[src/rtl/core/teq_pkg.sv]
package teq_pkg;

    localparam int QUEUE_DEPTH_DEF = 16;
    localparam int TIME_BITS_DEF   = 32;
    localparam int ID_BITS_DEF     = 16;

    // fixed port widths of the request and result beats
    localparam int PORT_TIME_W = 32;
    localparam int PORT_ID_W   = 16;
    localparam int REQ_W       = 2;
    localparam int KIND_W      = 3;

    typedef enum logic [REQ_W-1:0] {
        REQ_SCHEDULE = 2'd0,
        REQ_CANCEL   = 2'd1,
        REQ_SET_TIME = 2'd2,
        REQ_PROCESS  = 2'd3
    } req_t;

    typedef enum logic [KIND_W-1:0] {
        KIND_ASSIGNED = 3'd0,
        KIND_FIRED    = 3'd1,
        KIND_NONE     = 3'd2,
        KIND_FULL     = 3'd3,
        KIND_ACK      = 3'd4
    } kind_t;

    typedef enum logic [2:0] {
        ST_IDLE,
        ST_SCHED,
        ST_SCAN,
        ST_FIRE,
        ST_RESP
    } state_t;

    // control into the best-candidate tracker
    typedef struct packed {
        logic clear;
        logic sample;
    } best_ctl_t;

    // status out of the best-candidate tracker
    typedef struct packed {
        logic found;
        logic more;
    } best_sts_t;

endpackage

[src/rtl/core/teq_slot_mem.sv]
module teq_slot_mem #(
    parameter int DEPTH = teq_pkg::QUEUE_DEPTH_DEF,
    parameter int WIDTH = teq_pkg::TIME_BITS_DEF + teq_pkg::ID_BITS_DEF
) (
    input  logic                     aclk,
    input  logic                     wr_en,
    input  logic [$clog2(DEPTH)-1:0] wr_addr,
    input  logic [WIDTH-1:0]         wr_data,
    input  logic                     rd_en,
    input  logic [$clog2(DEPTH)-1:0] rd_addr,
    output logic [WIDTH-1:0]         rd_data
);

    logic [WIDTH-1:0] mem [DEPTH];
    logic [WIDTH-1:0] rd_data_reg;

    always_ff @(posedge aclk) begin
        if (wr_en) begin
            mem[wr_addr] <= wr_data;
        end
    end

    always_ff @(posedge aclk) begin
        if (rd_en) begin
            rd_data_reg <= mem[rd_addr];
        end
    end

    assign rd_data = rd_data_reg;

endmodule

[src/rtl/core/teq_best_sel.sv]
module teq_best_sel #(
    parameter int IDX_W     = 4,
    parameter int TIME_BITS = teq_pkg::TIME_BITS_DEF,
    parameter int ID_BITS   = teq_pkg::ID_BITS_DEF
) (
    input  logic                  aclk,
    input  teq_pkg::best_ctl_t    ctl,
    input  logic [IDX_W-1:0]      cand_idx,
    input  logic [TIME_BITS-1:0]  cand_due,
    input  logic [ID_BITS-1:0]    cand_id,
    output logic [IDX_W-1:0]      best_idx,
    output logic [ID_BITS-1:0]    best_id,
    output teq_pkg::best_sts_t    sts
);

    logic [IDX_W-1:0]     best_idx_reg;
    logic [TIME_BITS-1:0] best_due_reg;
    logic [ID_BITS-1:0]   best_id_reg;
    logic                 found_reg;
    logic                 more_reg;
    logic                 take;

    // strict compares keep the lower slot on a full tie
    assign take = !found_reg || (cand_due < best_due_reg) ||
                  ((cand_due == best_due_reg) && (cand_id < best_id_reg));

    always_ff @(posedge aclk) begin
        if (ctl.clear) begin
            found_reg <= 1'b0;
            more_reg  <= 1'b0;
        end else if (ctl.sample) begin
            found_reg <= 1'b1;
            if (found_reg) begin
                more_reg <= 1'b1;
            end
        end
    end

    always_ff @(posedge aclk) begin
        if (!ctl.clear && ctl.sample && take) begin
            best_idx_reg <= cand_idx;
            best_due_reg <= cand_due;
            best_id_reg  <= cand_id;
        end
    end

    assign best_idx  = best_idx_reg;
    assign best_id   = best_id_reg;
    assign sts.found = found_reg;
    assign sts.more  = more_reg;

endmodule

[src/rtl/core/timer_event_queue.sv]
// Set time goes straight to its result; schedule searches the slots for a free one,
// one valid bit per cycle; cancel makes one full pass over the slot RAM. A low m_ready holds results.
// Process: each beat follows one full pass over the slot RAM, since the read port returns
// one slot per cycle; another pass follows while a second due slot was seen in the last one.
// One request at a time; the next is taken the cycle after the final beat is loaded.
// Reset (synchronous, aresetn low) clears valid bits, current time and id counter; RAM kept.
module timer_event_queue #(
    parameter int QUEUE_DEPTH = teq_pkg::QUEUE_DEPTH_DEF,
    parameter int TIME_BITS   = teq_pkg::TIME_BITS_DEF,
    parameter int ID_BITS     = teq_pkg::ID_BITS_DEF
) (
    input  logic                            aclk,
    input  logic                            aresetn,
    input  logic                            s_valid,
    output logic                            s_ready,
    input  logic [teq_pkg::REQ_W-1:0]       s_req_type,
    input  logic [teq_pkg::PORT_TIME_W-1:0] s_time_value,
    input  logic [teq_pkg::PORT_ID_W-1:0]   s_target_id,
    output logic                            m_valid,
    input  logic                            m_ready,
    output logic [teq_pkg::KIND_W-1:0]      m_result_kind,
    output logic [teq_pkg::PORT_ID_W-1:0]   m_result_id,
    output logic                            m_last
);

    localparam int IDX_W = $clog2(QUEUE_DEPTH);
    localparam int MEM_W = TIME_BITS + ID_BITS;
    localparam logic [IDX_W-1:0] LAST_IDX = IDX_W'(QUEUE_DEPTH - 1);

    teq_pkg::state_t state_reg, state_next;

    logic                   op_cancel_reg;
    logic [TIME_BITS-1:0]   now_reg;
    logic [TIME_BITS-1:0]   due_reg;
    logic [ID_BITS-1:0]     tgt_reg;
    logic [ID_BITS-1:0]     id_cnt_reg;
    logic [QUEUE_DEPTH-1:0] valid_reg;
    logic [IDX_W-1:0]       idx_reg;
    logic                   issue_on_reg;
    logic                   rsp_vld_reg;
    logic [IDX_W-1:0]       rsp_idx_reg;
    teq_pkg::kind_t         pend_kind_reg;
    logic [ID_BITS-1:0]     pend_id_reg;

    logic                   m_valid_reg;
    teq_pkg::kind_t         m_kind_reg;
    logic [ID_BITS-1:0]     m_id_reg;
    logic                   m_last_reg;

    logic [63:0]            tv_ext;
    logic [31:0]            tgt_ext;
    logic [31:0]            out_id_ext;
    logic [TIME_BITS-1:0]   s_tval;
    logic [ID_BITS-1:0]     s_tgt;
    teq_pkg::req_t          s_req;

    logic                   s_accept;
    logic                   out_free;
    logic                   scan_start;
    logic                   scan_done;
    logic                   rd_en;
    logic                   sched_found;
    logic                   sched_full;
    logic                   out_load;
    teq_pkg::kind_t         out_kind;
    logic [ID_BITS-1:0]     out_id;
    logic                   out_last;
    logic                   fire_clear;
    logic                   cand_valid;
    logic                   cancel_hit;
    logic                   proc_cand;
    logic [ID_BITS-1:0]     id_inc;
    logic [ID_BITS-1:0]     next_id;

    logic [MEM_W-1:0]       rd_data;
    logic [TIME_BITS-1:0]   rd_due;
    logic [ID_BITS-1:0]     rd_id;

    teq_pkg::best_ctl_t     best_ctl;
    teq_pkg::best_sts_t     best_sts;
    logic [IDX_W-1:0]       best_idx;
    logic [ID_BITS-1:0]     best_id;

    // port fields to internal widths
    assign tv_ext  = {32'd0, s_time_value};
    assign tgt_ext = {16'd0, s_target_id};
    assign s_tval  = tv_ext[TIME_BITS-1:0];
    assign s_tgt   = tgt_ext[ID_BITS-1:0];
    assign s_req   = teq_pkg::req_t'(s_req_type);

    assign s_accept = s_valid && s_ready;
    assign out_free = !m_valid_reg || m_ready;

    assign rd_due = rd_data[MEM_W-1:ID_BITS];
    assign rd_id  = rd_data[ID_BITS-1:0];

    assign scan_done  = rsp_vld_reg && (rsp_idx_reg == LAST_IDX);
    assign cand_valid = rsp_vld_reg && valid_reg[rsp_idx_reg];
    assign cancel_hit = cand_valid && op_cancel_reg && (rd_id == tgt_reg);
    assign proc_cand  = cand_valid && !op_cancel_reg && (rd_due <= now_reg);

    // ids count 1..max and skip zero on wrap
    assign id_inc  = id_cnt_reg + ID_BITS'(1);
    assign next_id = (id_inc == '0) ? ID_BITS'(1) : id_inc;

    // next state
    always_comb begin
        state_next = state_reg;
        unique case (state_reg)
            teq_pkg::ST_IDLE: begin
                if (s_valid) begin
                    unique case (s_req)
                        teq_pkg::REQ_SCHEDULE: state_next = teq_pkg::ST_SCHED;
                        teq_pkg::REQ_CANCEL:   state_next = teq_pkg::ST_SCAN;
                        teq_pkg::REQ_SET_TIME: state_next = teq_pkg::ST_RESP;
                        teq_pkg::REQ_PROCESS:  state_next = teq_pkg::ST_SCAN;
                    endcase
                end
            end
            teq_pkg::ST_SCHED: begin
                if (!valid_reg[idx_reg] || (idx_reg == LAST_IDX)) begin
                    state_next = teq_pkg::ST_RESP;
                end
            end
            teq_pkg::ST_SCAN: begin
                if (scan_done) begin
                    state_next = op_cancel_reg ? teq_pkg::ST_RESP : teq_pkg::ST_FIRE;
                end
            end
            teq_pkg::ST_FIRE: begin
                if (out_free) begin
                    state_next = (best_sts.found && best_sts.more) ?
                                 teq_pkg::ST_SCAN : teq_pkg::ST_IDLE;
                end
            end
            teq_pkg::ST_RESP: begin
                if (out_free) begin
                    state_next = teq_pkg::ST_IDLE;
                end
            end
            default: state_next = teq_pkg::ST_IDLE;
        endcase
    end

    // control outputs
    always_comb begin
        s_ready     = 1'b0;
        scan_start  = 1'b0;
        rd_en       = 1'b0;
        sched_found = 1'b0;
        sched_full  = 1'b0;
        out_load    = 1'b0;
        out_kind    = teq_pkg::KIND_NONE;
        out_id      = '0;
        out_last    = 1'b1;
        fire_clear  = 1'b0;
        unique case (state_reg)
            teq_pkg::ST_IDLE: begin
                s_ready    = 1'b1;
                scan_start = s_valid && ((s_req == teq_pkg::REQ_CANCEL) ||
                                         (s_req == teq_pkg::REQ_PROCESS));
            end
            teq_pkg::ST_SCHED: begin
                sched_found = !valid_reg[idx_reg];
                sched_full  = valid_reg[idx_reg] && (idx_reg == LAST_IDX);
            end
            teq_pkg::ST_SCAN: begin
                rd_en = issue_on_reg;
            end
            teq_pkg::ST_FIRE: begin
                out_load   = out_free;
                out_kind   = best_sts.found ? teq_pkg::KIND_FIRED : teq_pkg::KIND_NONE;
                out_id     = best_sts.found ? best_id : '0;
                out_last   = !(best_sts.found && best_sts.more);
                fire_clear = out_free && best_sts.found;
                scan_start = out_free && best_sts.found && best_sts.more;
            end
            teq_pkg::ST_RESP: begin
                out_load = out_free;
                out_kind = pend_kind_reg;
                out_id   = pend_id_reg;
            end
            default: begin
                s_ready = 1'b0;
            end
        endcase
    end

    // control state
    always_ff @(posedge aclk) begin
        if (!aresetn) begin
            state_reg    <= teq_pkg::ST_IDLE;
            valid_reg    <= '0;
            issue_on_reg <= 1'b0;
            rsp_vld_reg  <= 1'b0;
            now_reg      <= '0;
            id_cnt_reg   <= '0;
            m_valid_reg  <= 1'b0;
        end else begin
            state_reg   <= state_next;
            rsp_vld_reg <= rd_en;

            if (scan_start) begin
                issue_on_reg <= 1'b1;
            end else if (rd_en && (idx_reg == LAST_IDX)) begin
                issue_on_reg <= 1'b0;
            end

            if (sched_found) begin
                valid_reg[idx_reg] <= 1'b1;
                id_cnt_reg         <= next_id;
            end
            if (cancel_hit) begin
                valid_reg[rsp_idx_reg] <= 1'b0;
            end
            if (fire_clear) begin
                valid_reg[best_idx] <= 1'b0;
            end

            if (s_accept && (s_req == teq_pkg::REQ_SET_TIME)) begin
                now_reg <= s_tval;
            end

            if (out_load) begin
                m_valid_reg <= 1'b1;
            end else if (m_ready) begin
                m_valid_reg <= 1'b0;
            end
        end
    end

    // datapath registers
    always_ff @(posedge aclk) begin
        rsp_idx_reg <= idx_reg;

        if (s_accept || scan_start) begin
            idx_reg <= '0;
        end else if (rd_en || (state_reg == teq_pkg::ST_SCHED && !sched_found && !sched_full)) begin
            idx_reg <= idx_reg + IDX_W'(1);
        end

        if (s_accept) begin
            due_reg       <= s_tval;
            tgt_reg       <= s_tgt;
            op_cancel_reg <= (s_req == teq_pkg::REQ_CANCEL);
        end

        if (sched_found) begin
            pend_kind_reg <= teq_pkg::KIND_ASSIGNED;
            pend_id_reg   <= next_id;
        end else if (sched_full) begin
            pend_kind_reg <= teq_pkg::KIND_FULL;
            pend_id_reg   <= '0;
        end else if ((s_accept && (s_req == teq_pkg::REQ_SET_TIME)) ||
                     (state_reg == teq_pkg::ST_SCAN && scan_done && op_cancel_reg)) begin
            pend_kind_reg <= teq_pkg::KIND_ACK;
            pend_id_reg   <= '0;
        end

        if (out_load) begin
            m_kind_reg <= out_kind;
            m_id_reg   <= out_id;
            m_last_reg <= out_last;
        end
    end

    teq_slot_mem #(
        .DEPTH (QUEUE_DEPTH),
        .WIDTH (MEM_W)
    ) u_slot_mem (
        .aclk    (aclk),
        .wr_en   (sched_found),
        .wr_addr (idx_reg),
        .wr_data ({due_reg, next_id}),
        .rd_en   (rd_en),
        .rd_addr (idx_reg),
        .rd_data (rd_data)
    );

    assign best_ctl.clear  = scan_start;
    assign best_ctl.sample = proc_cand;

    teq_best_sel #(
        .IDX_W     (IDX_W),
        .TIME_BITS (TIME_BITS),
        .ID_BITS   (ID_BITS)
    ) u_best_sel (
        .aclk     (aclk),
        .ctl      (best_ctl),
        .cand_idx (rsp_idx_reg),
        .cand_due (rd_due),
        .cand_id  (rd_id),
        .best_idx (best_idx),
        .best_id  (best_id),
        .sts      (best_sts)
    );

    assign out_id_ext    = 32'(m_id_reg);
    assign m_valid       = m_valid_reg;
    assign m_result_kind = m_kind_reg;
    assign m_result_id   = out_id_ext[teq_pkg::PORT_ID_W-1:0];
    assign m_last        = m_last_reg;

`ifndef SYNTHESIS
    // a new beat never overwrites one still waiting downstream
    a_no_overwrite: assert property (@(posedge aclk) disable iff (!aresetn)
        out_load |-> out_free)
        else $error("result register overwritten");

    // a finished process pass always goes on to emit
    a_scan_to_fire: assert property (@(posedge aclk) disable iff (!aresetn)
        (state_reg == teq_pkg::ST_SCAN && scan_done && !op_cancel_reg)
        |=> (state_reg == teq_pkg::ST_FIRE))
        else $error("process pass did not reach emit");

    // only a fired beat may be followed by more beats of the same request
    a_nonlast_fired: assert property (@(posedge aclk) disable iff (!aresetn)
        (m_valid_reg && !m_last_reg) |-> (m_kind_reg == teq_pkg::KIND_FIRED))
        else $error("non-final beat of wrong kind");

    // the tracker never reports a second candidate without a first
    a_more_found: assert property (@(posedge aclk) disable iff (!aresetn)
        (state_reg == teq_pkg::ST_FIRE && best_sts.more) |-> best_sts.found)
        else $error("tracker status inconsistent");
`endif

endmodule
[config.mk]
export PLATFORM = sky130hd
export DESIGN_NAME = timer_event_queue
export DESIGN_NICKNAME = d
export VERILOG_FILES = /design/src/rtl/core/teq_pkg.sv /design/src/rtl/core/teq_slot_mem.sv /design/src/rtl/core/teq_best_sel.sv /design/src/rtl/core/timer_event_queue.sv
export SDC_FILE = /design/constraint.sdc
export NUM_CORES = 1
export LEC_CHECK = 0
export BUFFER_PORTS_ARGS = -buffer_cell sky130_fd_sc_hd__buf_4
export CORE_ASPECT_RATIO = 0.8
export CORE_MARGIN = 2
export CORE_UTILIZATION = 51
export CTS_CLUSTER_DIAMETER = 40
export DETAILED_ROUTE_END_ITERATION = 6
export PLACE_DENSITY = 0.64
export SYNTH_ARGS = -nofsm -noshare
export SYNTH_HDL_FRONTEND = slang
export SYNTH_SLANG_ARGS = --single-unit
[constraint.sdc]
create_clock -name aclk -period 8.2 [get_ports aclk]
set_clock_uncertainty 0.2 [all_clocks]
set_input_delay 0.82 -clock aclk [delete_from_list [all_inputs] [get_ports aclk]]
set_output_delay 0.82 -clock aclk [all_outputs]
set_load 0.02 [all_outputs]
# After elaboration in Yosys (flattened, before gate mapping)
# Memories as Yosys holds them, arrays and structs flattened. A register that Yosys moved wholly into a read port is not among the register bits.
# Index checks and enable logic that the tools add are counted.
# totals
register_bits,220
ram_bits,768
memories,1
# classes
n_addsub,2
order_cmp,9
n_mux,47
n_eq_ne,16
bitwise,5
reduce_logical,52
# mem_list
name,depth,width,read_ports,rd_clocked_by_memory_dff,write_ports,line,rtl
u_slot_mem.mem,16,48,1,1,1,teq_slot_mem.sv:14,logic [WIDTH-1:0] mem [DEPTH];
# op_table
op,count
$mux W16,10
$and A16 B16 Y16,2
$eq A32 B32 Y1,1
$le A32 B32 Y1,1
$lt A32 B32 Y1,1
$not A16 Y16,2
$pmux W16 S2,1
$logic_and A1 B1 Y1,24
$mux W3,6
$mux W1,17
$add A16 B1 Y16 const B,1
$eq A16 B16 Y1,1
$logic_not A16 Y1,1
$lt A16 B16 Y1,1
$or A16 B16 Y16,1
$lt A4 B5 Y1 const B,3
$pmux W3 S5,1
$demux W1 S4,3
$ge A4 B1 Y1 const B,3
$ne A2 B2 Y1 const B,5
$pmux W3 S3,1
$bmux W1 S4,2
$eq A4 B4 Y1 const B,2
$logic_not A1 Y1,8
17 further kinds,33

# Depth between registers and ports, before layout
# Gate-level depths: netlist (run 1).
# depth
word_depth,12
depth_mapped,8
mapped_depth_nobuf,8

# By module
# A second synthesis (run 1) with hierarchy kept.
# hier_totals
hier_cells,2250
hier_area_um2,41043.1
# modules_own_cells
module,cells_each,seq_area_each_um2,area_per_inst_um2,instances
teq_slot_mem,1242,24503.5,30171.4,1
timer_event_queue,778,4154.0,8022.7,1
teq_best_sel,230,1601.5,2849.0,1

# Worst setup path after synthesis (run 1)
# No wires, ideal clock.
# synth_path
path_kind,input to register
start,in s_valid
end,reg u_best_sel.best_due_reg[0] (enable)
path_buffers,0
setup_ns,0.540
stages,5
arrival_ns,6.364
t_required_ns,7.460
setup_slack_ns,1.096
path_cell_list,nand2_1 > inv_1 > a22oi_2 > or3b_2 > a211oi_1
# synth_between
elab_chain_cells,5
# synth_rtl
element,line,rtl
"start, declared",timer_event_queue.sv:14,"input logic s_valid,"
$logic_and A1 B1 Y1,timer_event_queue.sv:160,scan_start = s_valid && ((s_req == teq_pkg::REQ_CANCEL) ||
$pmux W1 S2,timer_event_queue.sv:157,unique case (state_reg)
$logic_not A1 Y1,teq_best_sel.sv:40,if (!ctl.clear && ctl.sample && take) begin
$logic_and A1 B1 Y1 (2 in a row),teq_best_sel.sv:40,
"end signal, assigned",teq_best_sel.sv:42,best_due_reg <= cand_due;
"end, declared",teq_best_sel.sv:17,logic [TIME_BITS-1:0] best_due_reg;
# Every way passes these cells.
# A chain may end at the register's enable or synchronous reset.

# Final worst setup path (run 1)
# layout_path
start,"reg u_slot_mem.rd_data_reg[47], in the netlist u_slot_mem.rd_data[47], read port of u_slot_mem.mem"
end,reg u_best_sel.best_due_reg[25] (enable)
# layout_between
elab_chain_cells,4
# layout_rtl
element,line,rtl
"start, declared",teq_slot_mem.sv:15,logic [WIDTH-1:0] rd_data_reg;
"$le A32 B32 Y1, or another cell as far along",timer_event_queue.sv:100,assign proc_cand = cand_valid && !op_cancel_reg && (rd_due <= now_reg);
"$logic_and A1 B1 Y1, or another cell as far along",timer_event_queue.sv:100,
$logic_and A1 B1 Y1 or $logic_or A1 B1 Y1 (tied branches),"teq_best_sel.sv:40, teq_best_sel.sv:24",
$logic_and A1 B1 Y1 *,teq_best_sel.sv:40,
# Every way passes the cells marked *; elsewhere a longest branch is shown, timed or not.

==> results.py, run 1 <==
metrics = {
    "logic_synthesis": {
        "syn_area_um2": 41000,
        "synth_cells": 2098,
        "synthTopCellsByCount": "edfxtp_1 (953), mux4_2 (249), nand2_1 (112)",
        "synth_ff_type": "edfxtp_1",
        "netlist.area_leader.share_pct": 69.8,
        "ys_async_sr_fraction_pct": 0,
        "synth-seq-cells": 1035,
        "syn_nets": 2236,
        "post-synth-top-count-cell": "edfxtp_1",
        "ys_seq_area_share_pct": 73.8,
        "yosysWarnings": 0,
        "synth_area_leaders": "edfxtp_1 (70%), mux4_2 (14%), dfxtp_1 (4.0%)",
        "synth_edf_count": 953,
        "avgSynthCellArea_um2": 19.5,
        "yosysUniqueCellTypes": 80,
        "synth_top_area_cell": "edfxtp_1",
    },
    "clocking": {
        "cts_hold_buffers": 0,
        "post_cts_resized": 0,
        "numCtsBuffers": 116,
        "cts_tree": "done",
        "clock-sinks": 1035,
        "cts_root_buf": "clkbuf_16",
        "clk_pin_slew_ps": 60,
        "insertion_delay_ps": 690,
        "h-tree-depth": 3,
        "cts_buffer_depth": 3,
        "postCtsSetupRepairBufs": 0,
    },
    "timing": {
        "fmax_mhz": 217,
        "hold_ws_ps": 101,
        "setup_viol": 0,
        "worst_pin_slew_ps": 1260,
        "period_needed_ps": 4610,
        "finalCritPeriodShare_pct": 56.2,
        "rsz0062_at_grt": "no",
        "drv_slew": 0,
        "fin_tns_setup_ps": 0,
        "finalHoldViolations": 0,
        "slew-limit-headroom_pct": 15.6,
    },
    "pwr": {
        "vdd_drop_max_v": 0.000255,
        "power-per-cell-area_nw_per_um2": 289,
        "total_leakage_power_nw": 15.1,
    },
    "critical_path": {
        "worstSetupStartpointType": "register",
        "cp-end-kind": "register",
        "r2r_slack_ps": 3590,
        "crit_chain": "ha_1, nand4_1, nor4_1, a2bb2oi_1, a211oi_4, buf_4",
        "reg2reg_depth": 6,
        "path_max_fanout": 36,
        "cp.required_ps": 8310,
        "arrival_ps": 4720,
        "critPathMaxStageDelay_ps": 930,
        "r2r-start": "u_slot_mem.rd_data[47]",
        "cp.buffers_inverters": 1,
        "slowest_stage": "nor4_1",
        "worstSetupPathType": "register to register",
        "path_delay_family": "compound AO/OA/AOI/OAI gates",
        "r2r_end": "u_best_sel.best_due_reg[25]",
    },
    "global_routing": {
        "grt_pass1_vias": 20743,
        "grt_pass1_wl_um": 135000,
        "grt_usage_pct": 22.4,
        "antenna_found_initial": 0,
        "grt-ovfl-total": 0,
        "grt_max_degree": 107,
    },
    "floorplan": {
        "io_pins": 76,
        "die_x_um": 321,
        "core_um2": 79200,
        "placementRows": 92,
        "initial_core_util_pct": 51.7,
        "fp.dieH_um": 258,
        "die_area_um2": 82600,
    },
    "placed_design": {
        "dp_hpwl_um": 48300,
        "port_buffers": 75,
        "gp_congestion": 0.850,
    },
    "cells_and_area": {
        "largest_reg_flops": 768,
        "diodes": 0,
        "area_delta_synth_final_pct": 14.2,
        "nets": 2375,
        "drive_above_1_share_pct": 26.0,
    },
    "drt": {
        "vias_per_cell": 6.04,
        "vias": 20371,
        "drc_errors": 0,
        "wl_um": 91000,
        "wl_per_cell_um": 27.0,
        "antenna_left": 0,
        "first_pass_iters": 5,
        "drt-initial-drc-count": 2243,
    },
    "hold_path": {
        "min-delay-start": "s_target_id[10]",
        "hold_path_end": "tgt_reg[10]",
        "whs_path_depth": 1,
        "min_path_type": "input port to register",
    },
    "run_status": {
        "status": "finished clean",
    },
    "job": {
        "maxCapViolCount": 0,
    },
}
[worst reg2reg max path, cell delays in order, from the launching register on]
cell	delay [ps]
edfxtp_1	420
ha_1	340
nand4_1	200
nor4_1	930
a2bb2oi_1	520
a211oi_4	920
buf_4	650
[layout by cell type, fill, tap and decap left out, types with 23 or more instances in the layout]
cell and count:
xnor2_1 29, mux4_2 249, inv_1 97, ha_1 84
o21ai_0 32, nand2_1 112, clkbuf_16 117, buf_4 110
a21oi_1 89, nand4_1 23, dfxtp_1 79, edfxtp_1 953
nor2_1 34
[per-stage QoR]
step	total power, W	std cells	setup WS [ps]	instance area (µm²)	util [%]
after floorplan	0.00776	2098	1100	41000	-
after global placement	0.00826	3153	3730	42800	54.0
after detailed placement	0.00830	3153	3660	42800	54.0
after CTS	0.0136	3371	3670	46800	59.1
after global routing	0.0140	3371	3470	46800	59.1
final	0.0135	3371	3590	46800	59.1
[worst max path at each step]
stage | end | depth (start not counted) | slack [ps] | start
floorplan | u_best_sel.best_due_reg[0] | 5 | 1100 | s_valid
global placement | u_best_sel.best_due_reg[24] | 7 | 3730 | u_slot_mem.rd_data[31]
detailed placement | u_best_sel.best_due_reg[22] | 7 | 3660 | u_slot_mem.rd_data[31]
CTS | u_best_sel.best_due_reg[24] | 7 | 3670 | u_slot_mem.rd_data[31]
global route | u_best_sel.best_due_reg[25] | 6 | 3470 | u_slot_mem.rd_data[47]
finish | u_best_sel.best_due_reg[25] | 6 | 3590 | u_slot_mem.rd_data[47]
[report_power, final]
group	leakage [nW]	switching (W)	internal, W	total, W
Clock	1.94	0.00213	0.00320	0.00533
Sequential	9.34	0.000295	0.00625	0.00655
Combinational	3.82	0.000829	0.000801	0.00163
[cell families after synthesis]
| group | after synthesis | synth area share (%) |
|---|---|---|
| AOI/OAI and AO/OA | 201 | 3.17 |
| xor gates and xnor gates | 41 | 0.876 |
| adders and majority gates | 84 | 2.57 |
| buffers and inverters | 190 | 2.00 |
| DFF | 1035 | 73.8 |
| muxes | 252 | 13.8 |
| and+or+nand+nor | 295 | 3.77 |
[metal layers]
layer,routed length (µm),vias to the layer above,global-route usage (%)
li1,-,8799,-
met4,1530,0,4.88
met1,39600,10751,32.8
met3,6450,118,4.66
met5,0,-,0
met2,43400,703,35.1
[cell type report]
cell class	instances	area, µm²
fillers	5737	32400
flip-flops and latches	1035	30300
multi-input cells	873	9990
clock buffers	137	3050
well taps	1034	1290
clock inverters	81	956
repair buffers	111	846
inverters	100	378
(Power assumes the default switching activity.)
==> inputs of run 2 (changes only) <==
==> constraint.sdc (replaced) <==
create_clock -name aclk -period 4.5 [get_ports aclk]
set_clock_uncertainty 0.2 [all_clocks]
set_input_delay 0.45 -clock aclk [delete_from_list [all_inputs] [get_ports aclk]]
set_output_delay 0.45 -clock aclk [all_outputs]
set_load 0.02 [all_outputs]
==> run 2 against run 1 <==
Sequential power rose by 82%. Wire length rose by 3.7%. Sequential cell count did not move. Critical path type unchanged. Largest cell class unchanged.
==> results.py, run 2 (synthesis gave the netlist of run 1 again) <==
metrics = {
    "run_status": {
        "status": "finished clean",
    },
    "drt": {
        "vias_per_cell": 6.07,
        "vias": 21044,
        "wl_per_cell_um": 27.2,
        "wl_um": 94400,
        "antenna_left": 0,
        "first_pass_iters": 7,
        "drc_errors": 0,
        "drt-initial-drc-count": 2116,
    },
    "floorplan": {
        "die_area_um2": 82600,
        "initial_core_util_pct": 51.7,
        "die_x_um": 321,
        "io_pins": 76,
        "fp.dieH_um": 258,
        "core_um2": 79200,
        "placementRows": 92,
    },
    "critical_path": {
        "r2r_slack_ps": 580,
        "r2r-start": "u_slot_mem.rd_data[30]",
        "reg2reg_depth": 7,
        "cp-end-kind": "register",
        "arrival_ps": 4140,
        "worstSetupStartpointType": "register",
        "worstSetupPathType": "register to register",
        "r2r_end": "u_best_sel.best_idx[2]",
        "cp.required_ps": 4720,
        "path_max_fanout": 20,
    },
    "hold_path": {
        "min-delay-start": "s_target_id[11]",
        "whs_path_depth": 2,
        "min_path_type": "input port to register",
        "hold_path_end": "tgt_reg[11]",
    },
    "pwr": {
        "vdd_drop_max_v": 0.000387,
        "p_total_w": 0.0258,
        "total_leakage_power_nw": 15.7,
        "power-per-cell-area_nw_per_um2": 534,
    },
    "timing": {
        "rsz0062_at_grt": "no",
        "drv_slew": 0,
        "finalHoldViolations": 0,
        "setup_viol": 0,
        "finalCritPeriodShare_pct": 87.1,
        "fin_tns_setup_ps": 0,
        "period_needed_ps": 3920,
        "slew-limit-headroom_pct": 15.0,
        "worst_pin_slew_ps": 1270,
        "fmax_mhz": 255,
    },
    "global_routing": {
        "grt_pass1_wl_um": 140000,
        "grt-ovfl-total": 0,
        "grt_max_degree": 103,
        "grt_pass1_vias": 21263,
        "grt_usage_pct": 23.4,
        "antenna_found_initial": 0,
    },
    "clocking": {
        "numCtsBuffers": 131,
        "cts_root_buf": "clkbuf_16",
        "clock-sinks": 1035,
        "cts_tree": "done",
        "h-tree-depth": 4,
        "postCtsSetupRepairBufs": 0,
        "clk_pin_slew_ps": 50,
        "post_cts_resized": 0,
        "cts_buffer_depth": 3,
        "insertion_delay_ps": 730,
    },
    "cells_and_area": {
        "layout_commonest_cell": "edfxtp_1",
        "n_fill_cell": 5550,
        "nets": 2463,
        "drive_above_1_share_pct": 26.4,
        "area_delta_synth_final_pct": 17.6,
        "final_cell_mix": "edfxtp_1 (953), mux4_2 (249), clkbuf_16 (134), buf_4 (114), nand2_1 (112)",
        "largest_reg_flops": 768,
    },
    "placed_design": {
        "gp_congestion": 0.839,
        "port_buffers": 75,
        "dp_hpwl_um": 53200,
    },
    "job": {
        "maxCapViolCount": 0,
    },
}
[run 2: cell type report]
| class | count | area [µm²] | area share (%) |
|---|---|---|---|
| well taps | 1034 | 1290 | 2.69 |
| repair buffers | 184 | 1730 | 3.58 |
| multi-input cells | 873 | 10000 | 20.8 |
| diodes | 1 | 2.50 | 0.00519 |
| clock buffers | 154 | 3460 | 7.18 |
| clock inverters | 86 | 1050 | 2.18 |
| flip-flops and latches | 1035 | 30300 | 62.8 |
| inverters | 100 | 378 | 0.784 |
[run 2: worst max path at each step]
stage,to,startpoint,slack (ps),cells past startpoint
2_1_floorplan,valid_reg[3],idx_reg[1],-320,6
3_3_place_gp,u_best_sel.best_id[14],u_slot_mem.rd_data[30],710,7
3_5_place_dp,u_best_sel.best_idx[2],u_slot_mem.rd_data[30],690,7
4_1_cts,u_best_sel.best_idx[2],u_slot_mem.rd_data[30],620,7
5_1_grt,u_best_sel.best_idx[3],u_slot_mem.rd_data[30],510,7
6_report,u_best_sel.best_idx[2],u_slot_mem.rd_data[30],580,7
[run 2: critical path, cell delays in order, from the launching register on]
cell and delay [ps]:
edfxtp_1 500, ha_1 360, nand4_1 190, a2111oi_0 910, o31a_1 230, a2bb2oi_1 760
a211oi_4 130, buf_4 300
[run 2: metal layers]
layer / wire, µm / share of wire, % / up-vias / global-route usage (%)
met5: 0 / 0 / - / 0
met4: 2010 / 2.1 / 0 / 6.76
met3: 7180 / 7.6 / 143 / 5.11
met2: 44400 / 47 / 875 / 35.8
met1: 40800 / 43 / 11024 / 34.3
li1: - / - / 9002 / -
[run 2: per-stage QoR]
step	util [%]	worst slack, ps	area, µm²	hold WS (ps)	cells
3_5_place_dp	54.5	687	43100	248	3172
5_1_grt	60.8	512	48200	227	3466
3_3_place_gp	54.4	711	43100	244	3172
4_1_cts	60.8	619	48200	217	3465
2_1_floorplan	-	-320	41000	129	2098
6_report	60.8	580	48200	245	3467
[run 2: power by group]
part	switching, W	internal (W)	total [W]	leakage [nW]
Clock	0.00412	0.00662	0.0107	2.18
Sequential	0.000473	0.0114	0.0119	9.34
Combinational	0.00164	0.00152	0.00316	4.19
[run 2: what timing repair did]
item                       CTS  global route
hold endpoints to repair   108             0
setup endpoints to repair    0             0
hold buffers                53             0
